===== config.mk =====
export PLATFORM = sky130hd
export DESIGN_NAME = tile_grid_coordinate_walk_unit
export DESIGN_NICKNAME = d
export VERILOG_FILES = /design/src/hdl/tgcw_pkg.sv /design/src/hdl/tile_grid_coordinate_walk_unit.sv /design/src/hdl/tgcw_ctrl.sv /design/src/hdl/tgcw_dp.sv
export VERILOG_INCLUDE_DIRS = /design/src /design/src/hdl
export SDC_FILE = /design/constraint.sdc
export NUM_CORES = 2
export LEC_CHECK = 0
export BUFFER_PORTS_ARGS = -buffer_cell sky130_fd_sc_hd__buf_2
export CORE_MARGIN = 4
export CORE_UTILIZATION = 50
export CTS_CLUSTER_DIAMETER = 120
export DETAILED_ROUTE_END_ITERATION = 8
export HOLD_SLACK_MARGIN = 0.15
export MAX_ROUTING_LAYER = met4
export PLACE_DENSITY = 0.68
export SLEW_MARGIN = 30
export SYNTH_ARGS = -nofsm -noshare
export SYNTH_HDL_FRONTEND = slang
export SYNTH_MEMORY_MAX_BITS = 65536
export SYNTH_SLANG_ARGS = --single-unit

===== constraint.sdc =====
create_clock -name clk -period 9 [get_ports clk]
set_clock_uncertainty 0.1 [all_clocks]
set_input_delay 0 -clock clk [delete_from_list [all_inputs] [get_ports clk]]
set_output_delay 0 -clock clk [all_outputs]
set_load 0.02 [all_outputs]

===== src/hdl/assert_macros.svh =====
// Assertion macros shared by the RTL that checks itself.
`ifndef ASSERT_MACROS_SVH
`define ASSERT_MACROS_SVH

// Check a property on every rising edge of clk outside reset.
`define TGCW_ASSERT(label, prop, msg) \
    label: assert property (@(posedge clk) disable iff (!rst_n) (prop)) else $error(msg);

// Check that a condition implies another in the same cycle.
`define TGCW_ASSERT_IMPL(label, ante, cons, msg) \
    label: assert property (@(posedge clk) disable iff (!rst_n) (ante) |-> (cons)) \
        else $error(msg);

`endif


===== src/hdl/tgcw_pkg.sv =====
// Shared types and constants of the tile grid coordinate walk unit.
package tgcw_pkg;

    localparam int TILE_COUNT_DEF = 64;
    localparam int TILE_W         = 6;
    localparam int ADDR_W         = 8;
    localparam int COORD_W        = 7;
    localparam int SIZE_W         = 7;

    typedef logic signed [COORD_W-1:0] coord_t;

    typedef struct packed {
        logic [ADDR_W-1:0] north;
        logic [ADDR_W-1:0] east;
        logic [ADDR_W-1:0] south;
        logic [ADDR_W-1:0] west;
    } nb_entry_t;

    typedef struct packed {
        logic [TILE_W-1:0] id;
        coord_t            x;
        coord_t            y;
    } stack_entry_t;

    typedef struct packed {
        coord_t x;
        coord_t y;
    } raw_entry_t;

    typedef enum logic [1:0] {
        DIR_N,
        DIR_E,
        DIR_S,
        DIR_W
    } dir_t;

    typedef enum logic [3:0] {
        ST_IDLE,
        ST_SCAN,
        ST_POP,
        ST_FETCH,
        ST_PUSH_N,
        ST_PUSH_E,
        ST_PUSH_S,
        ST_PUSH_W,
        ST_PRIME,
        ST_EMIT
    } state_t;

    typedef struct packed {
        logic load;
        logic walk_init;
        logic scan_adv;
        logic start_push;
        logic pop;
        logic fetch;
        logic push;
        dir_t dir;
        logic emit_init;
        logic emit;
    } cmd_t;

    typedef struct packed {
        logic scan_hit;
        logic scan_end;
        logic stack_empty;
        logic emit_end;
    } status_t;

endpackage


===== src/hdl/tile_grid_coordinate_walk_unit.sv =====
// Top level of the tile grid coordinate walk unit: places a table of tiles on a grid.
// A word with action low loads one tile table entry and busy stays low, so loads may
// follow one another in every cycle. A word with action high runs the depth-first walk:
// the controller scans for the lowest alive tile above 0 one address per cycle, then for
// every placed tile runs a stack pop, a coordinate record with neighbour fetch, and one
// push slot for each of north, east, south and west, as the stack memory has one write
// port; a last pop step finds the stack empty and a prime step primes the coordinate
// read. It then emits TILE_COUNT results, one per cycle, in ascending tile order. When no
// tile is alive the walk and its empty-stack check are skipped. Each result is on the
// ports for exactly one cycle with strobe high and cannot be held off: the receiver must
// take every word as it comes. Last marks the word for tile TILE_COUNT-1; busy has
// already fallen in that cycle, so a new word may be accepted alongside it.
`include "assert_macros.svh"

module tile_grid_coordinate_walk_unit
#(
    parameter int TILE_COUNT = tgcw_pkg::TILE_COUNT_DEF
)
(
    input  logic                              clk,
    input  logic                              rst_n,
    input  logic                              start,
    output logic                              busy,
    input  logic                              action,
    input  logic [tgcw_pkg::TILE_W-1:0]       tile_index,
    input  logic                              alive,
    input  logic [tgcw_pkg::ADDR_W-1:0]       north_addr,
    input  logic [tgcw_pkg::ADDR_W-1:0]       east_addr,
    input  logic [tgcw_pkg::ADDR_W-1:0]       south_addr,
    input  logic [tgcw_pkg::ADDR_W-1:0]       west_addr,
    output logic                              strobe,
    output logic [tgcw_pkg::TILE_W-1:0]       out_tile,
    output logic                              placed,
    output logic [tgcw_pkg::TILE_W-1:0]       grid_x,
    output logic [tgcw_pkg::TILE_W-1:0]       grid_y,
    output logic [tgcw_pkg::SIZE_W-1:0]       map_width,
    output logic [tgcw_pkg::SIZE_W-1:0]       map_height,
    output logic                              last
);

    // Commands down to the datapath, status back to the controller
    tgcw_pkg::cmd_t    cmd;
    tgcw_pkg::status_t status;

    tgcw_ctrl u_ctrl
    (
        .clk    (clk),
        .rst_n  (rst_n),
        .start  (start),
        .action (action),
        .status (status),
        .cmd    (cmd),
        .busy   (busy)
    );

    // Tables, stack, coordinate store and the result register
    tgcw_dp
    #(
        .TILE_COUNT (TILE_COUNT)
    )
    u_dp
    (
        .clk        (clk),
        .rst_n      (rst_n),
        .cmd        (cmd),
        .status     (status),
        .tile_index (tile_index),
        .alive      (alive),
        .north_addr (north_addr),
        .east_addr  (east_addr),
        .south_addr (south_addr),
        .west_addr  (west_addr),
        .strobe     (strobe),
        .out_tile   (out_tile),
        .placed     (placed),
        .grid_x     (grid_x),
        .grid_y     (grid_y),
        .map_width  (map_width),
        .map_height (map_height),
        .last       (last)
    );

    // A result word only follows a cycle of the emit pass
    `TGCW_ASSERT(a_strobe_after_busy, strobe |-> $past(busy), "result word without a walk")
    // The final word closes the walk; earlier words leave it running
    `TGCW_ASSERT_IMPL(a_last_ends_walk, strobe && last, !busy, "walk still busy after last word")
    `TGCW_ASSERT_IMPL(a_mid_keeps_busy, strobe && !last, busy, "walk ended before last word")
    // An unplaced tile reports the origin
    `TGCW_ASSERT_IMPL(a_unplaced_zero, strobe && !placed, (grid_x == '0) && (grid_y == '0),
        "unplaced tile with nonzero coordinates")

endmodule


===== src/hdl/tgcw_ctrl.sv =====
// Controller state machine of the tile grid coordinate walk unit.
module tgcw_ctrl
(
    input  logic             clk,
    input  logic             rst_n,
    input  logic             start,
    input  logic             action,
    input  tgcw_pkg::status_t status,
    output tgcw_pkg::cmd_t   cmd,
    output logic             busy
);

    tgcw_pkg::state_t state_reg;
    tgcw_pkg::state_t state_next;

    always_ff @(posedge clk or negedge rst_n)
    begin
        if (!rst_n)
        begin
            state_reg <= tgcw_pkg::ST_IDLE;
        end
        else
        begin
            state_reg <= state_next;
        end
    end

    // Next state
    always_comb
    begin
        state_next = state_reg;
        case (state_reg)
            tgcw_pkg::ST_IDLE:
            begin
                if (start && action)
                begin
                    state_next = tgcw_pkg::ST_SCAN;
                end
            end
            tgcw_pkg::ST_SCAN:
            begin
                if (status.scan_hit)
                begin
                    state_next = tgcw_pkg::ST_POP;
                end
                else if (status.scan_end)
                begin
                    state_next = tgcw_pkg::ST_PRIME;
                end
            end
            tgcw_pkg::ST_POP:
            begin
                if (status.stack_empty)
                begin
                    state_next = tgcw_pkg::ST_PRIME;
                end
                else
                begin
                    state_next = tgcw_pkg::ST_FETCH;
                end
            end
            tgcw_pkg::ST_FETCH:  state_next = tgcw_pkg::ST_PUSH_N;
            tgcw_pkg::ST_PUSH_N: state_next = tgcw_pkg::ST_PUSH_E;
            tgcw_pkg::ST_PUSH_E: state_next = tgcw_pkg::ST_PUSH_S;
            tgcw_pkg::ST_PUSH_S: state_next = tgcw_pkg::ST_PUSH_W;
            tgcw_pkg::ST_PUSH_W: state_next = tgcw_pkg::ST_POP;
            tgcw_pkg::ST_PRIME:  state_next = tgcw_pkg::ST_EMIT;
            tgcw_pkg::ST_EMIT:
            begin
                if (status.emit_end)
                begin
                    state_next = tgcw_pkg::ST_IDLE;
                end
            end
            default: state_next = tgcw_pkg::ST_IDLE;
        endcase
    end

    // Command outputs
    always_comb
    begin
        cmd  = '0;
        busy = 1'b1;
        case (state_reg)
            tgcw_pkg::ST_IDLE:
            begin
                busy          = 1'b0;
                cmd.load      = start && !action;
                cmd.walk_init = start && action;
            end
            tgcw_pkg::ST_SCAN:
            begin
                cmd.start_push = status.scan_hit;
                cmd.scan_adv   = !status.scan_hit && !status.scan_end;
            end
            tgcw_pkg::ST_POP:
            begin
                cmd.pop = !status.stack_empty;
            end
            tgcw_pkg::ST_FETCH:
            begin
                cmd.fetch = 1'b1;
            end
            tgcw_pkg::ST_PUSH_N:
            begin
                cmd.push = 1'b1;
                cmd.dir  = tgcw_pkg::DIR_N;
            end
            tgcw_pkg::ST_PUSH_E:
            begin
                cmd.push = 1'b1;
                cmd.dir  = tgcw_pkg::DIR_E;
            end
            tgcw_pkg::ST_PUSH_S:
            begin
                cmd.push = 1'b1;
                cmd.dir  = tgcw_pkg::DIR_S;
            end
            tgcw_pkg::ST_PUSH_W:
            begin
                cmd.push = 1'b1;
                cmd.dir  = tgcw_pkg::DIR_W;
            end
            tgcw_pkg::ST_PRIME:
            begin
                cmd.emit_init = 1'b1;
            end
            tgcw_pkg::ST_EMIT:
            begin
                cmd.emit = 1'b1;
            end
            default:
            begin
                busy = 1'b1;
            end
        endcase
    end

endmodule


===== src/hdl/tgcw_dp.sv =====
// Datapath of the tile grid coordinate walk unit: tables, stack and result registers.
module tgcw_dp
#(
    parameter int TILE_COUNT = tgcw_pkg::TILE_COUNT_DEF
)
(
    input  logic                              clk,
    input  logic                              rst_n,
    input  tgcw_pkg::cmd_t                    cmd,
    output tgcw_pkg::status_t                 status,
    input  logic [tgcw_pkg::TILE_W-1:0]       tile_index,
    input  logic                              alive,
    input  logic [tgcw_pkg::ADDR_W-1:0]       north_addr,
    input  logic [tgcw_pkg::ADDR_W-1:0]       east_addr,
    input  logic [tgcw_pkg::ADDR_W-1:0]       south_addr,
    input  logic [tgcw_pkg::ADDR_W-1:0]       west_addr,
    output logic                              strobe,
    output logic [tgcw_pkg::TILE_W-1:0]       out_tile,
    output logic                              placed,
    output logic [tgcw_pkg::TILE_W-1:0]       grid_x,
    output logic [tgcw_pkg::TILE_W-1:0]       grid_y,
    output logic [tgcw_pkg::SIZE_W-1:0]       map_width,
    output logic [tgcw_pkg::SIZE_W-1:0]       map_height,
    output logic                              last
);

    localparam int IDX_W = (TILE_COUNT > 1) ? $clog2(TILE_COUNT) : 1;
    localparam int CNT_W = $clog2(TILE_COUNT + 1);

    // Storage
    tgcw_pkg::nb_entry_t    nb_mem    [TILE_COUNT];
    tgcw_pkg::stack_entry_t stack_mem [TILE_COUNT];
    tgcw_pkg::raw_entry_t   raw_mem   [TILE_COUNT];

    tgcw_pkg::nb_entry_t    nb_rd_reg;
    tgcw_pkg::stack_entry_t stack_rd_reg;
    tgcw_pkg::raw_entry_t   raw_rd_reg;

    logic [TILE_COUNT-1:0] alive_reg;
    logic [TILE_COUNT-1:0] visited_reg;
    logic [TILE_COUNT-1:0] placed_reg;
    logic [CNT_W-1:0]      top_reg;
    logic [IDX_W-1:0]      scan_reg;
    logic [IDX_W-1:0]      cnt_reg;
    logic                  any_reg;
    tgcw_pkg::coord_t      min_x_reg;
    tgcw_pkg::coord_t      min_y_reg;
    tgcw_pkg::coord_t      max_x_reg;
    tgcw_pkg::coord_t      max_y_reg;

    logic                         strobe_reg;
    logic [tgcw_pkg::TILE_W-1:0]  out_tile_reg;
    logic                         placed_out_reg;
    logic [tgcw_pkg::TILE_W-1:0]  grid_x_reg;
    logic [tgcw_pkg::TILE_W-1:0]  grid_y_reg;
    logic [tgcw_pkg::SIZE_W-1:0]  width_reg;
    logic [tgcw_pkg::SIZE_W-1:0]  height_reg;
    logic                         last_reg;

    logic                        load_ok;
    logic [IDX_W-1:0]            load_idx;
    logic [CNT_W-1:0]            top_dec;
    logic [IDX_W-1:0]            fetch_idx;
    logic [tgcw_pkg::ADDR_W-1:0] push_addr;
    logic [IDX_W-1:0]            push_idx;
    tgcw_pkg::coord_t            push_x;
    tgcw_pkg::coord_t            push_y;
    logic                        push_ok;
    logic [IDX_W-1:0]            cnt_inc;
    logic                        cur_placed;
    tgcw_pkg::coord_t            shift_x;
    tgcw_pkg::coord_t            shift_y;
    logic [tgcw_pkg::SIZE_W-1:0] span_x;
    logic [tgcw_pkg::SIZE_W-1:0] span_y;

    assign load_ok   = {1'b0, tile_index} < (tgcw_pkg::TILE_W + 1)'(TILE_COUNT);
    assign load_idx  = tile_index[IDX_W-1:0];
    assign top_dec   = top_reg - CNT_W'(1);
    assign fetch_idx = stack_rd_reg.id[IDX_W-1:0];
    assign cnt_inc   = cnt_reg + IDX_W'(1);

    // Neighbour selection for the current push step
    always_comb
    begin
        push_x = stack_rd_reg.x;
        push_y = stack_rd_reg.y;
        case (cmd.dir)
            tgcw_pkg::DIR_N:
            begin
                push_addr = nb_rd_reg.north;
                push_y    = stack_rd_reg.y - tgcw_pkg::COORD_W'(1);
            end
            tgcw_pkg::DIR_E:
            begin
                push_addr = nb_rd_reg.east;
                push_x    = stack_rd_reg.x + tgcw_pkg::COORD_W'(1);
            end
            tgcw_pkg::DIR_S:
            begin
                push_addr = nb_rd_reg.south;
                push_y    = stack_rd_reg.y + tgcw_pkg::COORD_W'(1);
            end
            tgcw_pkg::DIR_W:
            begin
                push_addr = nb_rd_reg.west;
                push_x    = stack_rd_reg.x - tgcw_pkg::COORD_W'(1);
            end
            default:
            begin
                push_addr = '0;
            end
        endcase
    end

    assign push_idx = push_addr[IDX_W-1:0];
    assign push_ok  = cmd.push
                      && (push_addr != '0)
                      && (push_addr < tgcw_pkg::ADDR_W'(TILE_COUNT))
                      && alive_reg[push_idx]
                      && !visited_reg[push_idx]
                      && (top_reg < CNT_W'(TILE_COUNT));

    assign status.scan_hit    = alive_reg[scan_reg];
    assign status.scan_end    = (scan_reg == IDX_W'(TILE_COUNT - 1));
    assign status.stack_empty = (top_reg == '0);
    assign status.emit_end    = (cnt_reg == IDX_W'(TILE_COUNT - 1));

    // Memory writes and registered reads
    always_ff @(posedge clk)
    begin
        if (cmd.load && load_ok)
        begin
            nb_mem[load_idx] <= '{north: north_addr, east: east_addr,
                                  south: south_addr, west: west_addr};
        end
        if (cmd.fetch)
        begin
            nb_rd_reg <= nb_mem[fetch_idx];
        end
    end

    always_ff @(posedge clk)
    begin
        if (cmd.start_push)
        begin
            stack_mem[0] <= '{id: tgcw_pkg::TILE_W'(scan_reg), x: '0, y: '0};
        end
        else if (push_ok)
        begin
            stack_mem[top_reg[IDX_W-1:0]] <= '{id: tgcw_pkg::TILE_W'(push_idx),
                                               x: push_x, y: push_y};
        end
        if (cmd.pop)
        begin
            stack_rd_reg <= stack_mem[top_dec[IDX_W-1:0]];
        end
    end

    always_ff @(posedge clk)
    begin
        if (cmd.fetch)
        begin
            raw_mem[fetch_idx] <= '{x: stack_rd_reg.x, y: stack_rd_reg.y};
        end
        if (cmd.emit_init)
        begin
            raw_rd_reg <= raw_mem[0];
        end
        else if (cmd.emit && !status.emit_end)
        begin
            raw_rd_reg <= raw_mem[cnt_inc];
        end
    end

    // Walk control state
    always_ff @(posedge clk or negedge rst_n)
    begin
        if (!rst_n)
        begin
            alive_reg   <= '0;
            visited_reg <= '0;
            placed_reg  <= '0;
            top_reg     <= '0;
            scan_reg    <= IDX_W'(1);
            cnt_reg     <= '0;
            any_reg     <= 1'b0;
            min_x_reg   <= '0;
            min_y_reg   <= '0;
            max_x_reg   <= '0;
            max_y_reg   <= '0;
        end
        else
        begin
            if (cmd.load && load_ok)
            begin
                alive_reg[load_idx] <= alive;
            end
            if (cmd.walk_init)
            begin
                visited_reg <= '0;
                placed_reg  <= '0;
                top_reg     <= '0;
                scan_reg    <= IDX_W'(1);
                any_reg     <= 1'b0;
                min_x_reg   <= '0;
                min_y_reg   <= '0;
                max_x_reg   <= '0;
                max_y_reg   <= '0;
            end
            if (cmd.scan_adv)
            begin
                scan_reg <= scan_reg + IDX_W'(1);
            end
            if (cmd.start_push)
            begin
                visited_reg[scan_reg] <= 1'b1;
                top_reg               <= CNT_W'(1);
                any_reg               <= 1'b1;
            end
            if (cmd.pop)
            begin
                top_reg <= top_dec;
            end
            if (cmd.fetch)
            begin
                placed_reg[fetch_idx] <= 1'b1;
                if (stack_rd_reg.x < min_x_reg) min_x_reg <= stack_rd_reg.x;
                if (stack_rd_reg.y < min_y_reg) min_y_reg <= stack_rd_reg.y;
                if (stack_rd_reg.x > max_x_reg) max_x_reg <= stack_rd_reg.x;
                if (stack_rd_reg.y > max_y_reg) max_y_reg <= stack_rd_reg.y;
            end
            if (push_ok)
            begin
                visited_reg[push_idx] <= 1'b1;
                top_reg               <= top_reg + CNT_W'(1);
            end
            if (cmd.emit_init)
            begin
                cnt_reg <= '0;
            end
            else if (cmd.emit)
            begin
                cnt_reg <= cnt_inc;
            end
        end
    end

    // Result word
    assign cur_placed = placed_reg[cnt_reg];
    assign shift_x    = raw_rd_reg.x - min_x_reg;
    assign shift_y    = raw_rd_reg.y - min_y_reg;
    assign span_x     = tgcw_pkg::SIZE_W'(max_x_reg - min_x_reg) + tgcw_pkg::SIZE_W'(1);
    assign span_y     = tgcw_pkg::SIZE_W'(max_y_reg - min_y_reg) + tgcw_pkg::SIZE_W'(1);

    always_ff @(posedge clk or negedge rst_n)
    begin
        if (!rst_n)
        begin
            strobe_reg <= 1'b0;
        end
        else
        begin
            strobe_reg <= cmd.emit;
        end
    end

    always_ff @(posedge clk)
    begin
        if (cmd.emit)
        begin
            out_tile_reg   <= tgcw_pkg::TILE_W'(cnt_reg);
            placed_out_reg <= cur_placed;
            grid_x_reg     <= cur_placed ? shift_x[tgcw_pkg::TILE_W-1:0] : '0;
            grid_y_reg     <= cur_placed ? shift_y[tgcw_pkg::TILE_W-1:0] : '0;
            width_reg      <= any_reg ? span_x : '0;
            height_reg     <= any_reg ? span_y : '0;
            last_reg       <= status.emit_end;
        end
    end

    assign strobe     = strobe_reg;
    assign out_tile   = out_tile_reg;
    assign placed     = placed_out_reg;
    assign grid_x     = grid_x_reg;
    assign grid_y     = grid_y_reg;
    assign map_width  = width_reg;
    assign map_height = height_reg;
    assign last       = last_reg;

endmodule


==> out/metrics.csv <==
metric;value;unit
outcome;completed;
HPWL Detailed;265500;um
Vias;86130;
share of the synthesized area in the top cell type;0.7224;
Top-Level Pins;79;
Distinct cells, synth;97;
clock sinks;4439;
Worst slew margin;0.2869;
largest cells by area after synthesis;edfxtp_1, mux4_2, dfrtp_1;
post-synthesis instance total;7954;
fraction of layout cells with a size suffix above 1;0.2867;
WP data arrival;7370;ps
wire per inst;33.98;um
P_int;40.79;mW
die span in x;598.5;um
first-pass GRT wire length;648800;um
GPL Wtd Cong;0.9225;
Sw Share;0.3073;
CP Capture Type;register;
Seq pwr share;0.411;
total gr overflow;0;
clock insertion delay at the later pin of the skew report;990;ps
Synth Cell Area;174300;um^2
IR drop worst, VDD;0.3527;mV
Pleak;63.32;nW
Clk pin slew, worst setup/hold paths;70;ps
Clock Tree Buf Depth;4;
die footprint;358200;um^2
initial antenna violation count;32;
Most flops, register;u_dp.nb_mem;
DP Area;182300;um^2
crit path max fanout;64;
critical path type;reg -> reg;
CTS tree;yes;
CP max-delay cell;nand3b_1;
Hold Crit Class;in -> reg;
largest net degree at the start of global routing;163;
Final #Nets;8501;
largest area contributor in the netlist;edfxtp_1;
cell mode on critical path;buf_4;
Final Max Tran Viols;0;
Post-CTS Resized;0;
Regs by FF count;u_dp.nb_mem x2048, u_dp.stack_mem x1280, u_dp.raw_mem x768;
Net Sw Power;18.09;mW
commonest non-fill, non-tap cell in the layout;edfxtp_1;
Clock power frac;0.304;
Seq/Total Area, Yosys;0.7576;
I/O Buffers;78;
number of synthesized flops with an enable pin;4194;
WL final;453800;um
CP Launch Type;register;
area grow syn2layout;13.48;%
YS warnings;0;
Post-Synthesis Net Count;8075;
Gate power share;0.285;
Max Freq;145.3;MHz
DRT iter0 DRCs;10920;
PD cells;297.7;nW/um^2
Crit path largest cell delay;860;ps
fillcell total;24730;
drc violations;0;
CTS buffer count;436;
Largest register FFs;2048;
post-route ant nets;0;
vias in the first global route;85880;
Root Buffer;clkbuf_16;
FF+latch count, synth;4439;
fin crit share;0.7646;
RSZ-0062 raised after global routing;false;
CTS H-tree lvls;5;
cell family contributing the most delay on the critical path;simple AND/OR/NAND/NOR gates;
CP Cell Sequence;nand3b_1 > o22a_1 > a22oi_1 > nand2_1 > o2111ai_1 > nor4_2 > buf_4 > nand2_4 > buf_4 > nor2_4 > buf_4;
commonest cells after routing, fill and taps aside;edfxtp_1, mux4_2, clkbuf_16;
worst slew pin tran;1067;ps
final setup vio count;0;
ys flop type;edfxtp_1;
die height;598.5;um
fraction of registers with async set/reset;0.05519;
vias per inst;6.449;
MaxCap Viol Count;0;
Avg Cell Area, Syn;21.92;um^2
Initial DRT Pass Iterations;8;
WP buf/inv;3;
Final TNS setup;0;ps
GRT Overall Usage;0.2602;
Core Region;346700;um^2
post-route cell area;197800;um^2
Final Hold Vio Count;0;
Critical Path RT;9490;ps
Row Count;216;
Initial Util;0.5028;
fin crit period;6881;ps
[cell usage after synthesis (all sizes together) (47+ instances only)]
cell type	instances
edfxtp	4194
mux4	1205
mux2i	314
clkbuf	293
dfrtp	244
nor2	212
buf	159
o22ai	142
nand2	135
a21o	90
mux2	81
inv	80
o21ai	76
ha	72
nor3	56
a21oi	47
[final cells by class]
cell class              count  area, um^2  share of cell area
diodes                     28       70.07           0.0003542
clock buffers             558       11570             0.05846
clock inverters           249        2486             0.01257
inverters                  82       307.8            0.001556
multi-input cells        2981       41590              0.2102
flip-flops and latches   4439      132100              0.6676
well taps                4578        5728             0.02895
repair buffers            440        4015             0.02029
[per-stage QoR]
| stage | utilization | total power, mW | hold WS [ps] | instances | setup slack (ps) |
|---|---|---|---|---|---|
| after floorplan | - | 34.94 | -395.6 | 7954 | 2752 |
| after global placement | 0.5248 | 41.05 | 17.10 | 12420 | 1965 |
| after detailed placement | 0.5258 | 41.30 | 36.61 | 12420 | 2056 |
| after CTS | 0.5692 | 59.12 | 202.0 | 13310 | 2044 |
| after global routing | 0.5705 | 60.89 | 157.3 | 13340 | 1960 |
| final | 0.5706 | 58.89 | 131.1 | 13360 | 2119 |
[metal layers]
metal / vias up / track usage / wire (um) / share of wire
met5: - / - / 0 / 0
met4: 0 / 0.07885 / 15970 / 0.035
met3: 846 / 0.04823 / 40510 / 0.089
met2: 4452 / 0.3958 / 217100 / 0.48
met1: 46320 / 0.3640 / 180200 / 0.40
li1: 34510 / - / - / -
[worst register-to-register path, delay by kind of cell (launching register included)]
| kind | cells | cell delay [ps] |
|---|---|---|
| simple gates | 5 | 2430 |
| compound gates | 3 | 1860 |
| buf+inv | 3 | 1160 |
| flops | 1 | 850 |
[cell families (layout without fill, tap and decap cells)]
kind of cell / after synthesis / in the layout / share of synthesized area
flip-flops: 4439 / 4439 / 0.7576
other: 0 / 28 / 0
XOR/XNOR: 42 / 42 / 0.002110
adder cells (fa/ha/maj): 78 / 78 / 0.005856
buffers and inverters: 534 / 1329 / 0.01205
AND/OR/NAND/NOR: 683 / 683 / 0.02007
multiplexers: 1600 / 1600 / 0.1789
AO/OA/AOI/OAI: 578 / 578 / 0.02340
[final timing paths]
| kind | start | to | slack [ps] | cells after the start |
|---|---|---|---|---|
| max in group asynchronous | rst_n | u_dp.alive_reg[41] | 7450 | 5 |
| setup reg to reg | u_ctrl.state_reg[2] | u_dp.stack_mem[9][10] | 2120 | 11 |
| min in group asynchronous | rst_n | u_dp.strobe | 690 | 5 |
| hold / removal | east_addr[2] | u_dp.nb_mem[17][18] | 130 | 2 |
| hold reg to reg | u_dp.placed_reg[27] | u_dp.placed_reg[27] | 370 | 1 |
| setup / recovery | u_ctrl.state_reg[2] | u_dp.stack_mem[9][10] | 2120 | 11 |
[power by group through the flow]
stage	logic, mW	clock network [mW]	registers [mW]
floorplan	10.4	0	24.6
global placement	16.4	0	24.6
detailed placement	16.7	0	24.6
CTS	16.8	18.1	24.2
global route	17.6	19.1	24.2
finish	16.8	17.9	24.2
[repair_timing]
action / CTS / global route
endpoints found under the hold margin: 2614 / 460
buffers inserted: 0 / 0
hold buffers: 80 / 11
Power figures use the tool's default switching activity.
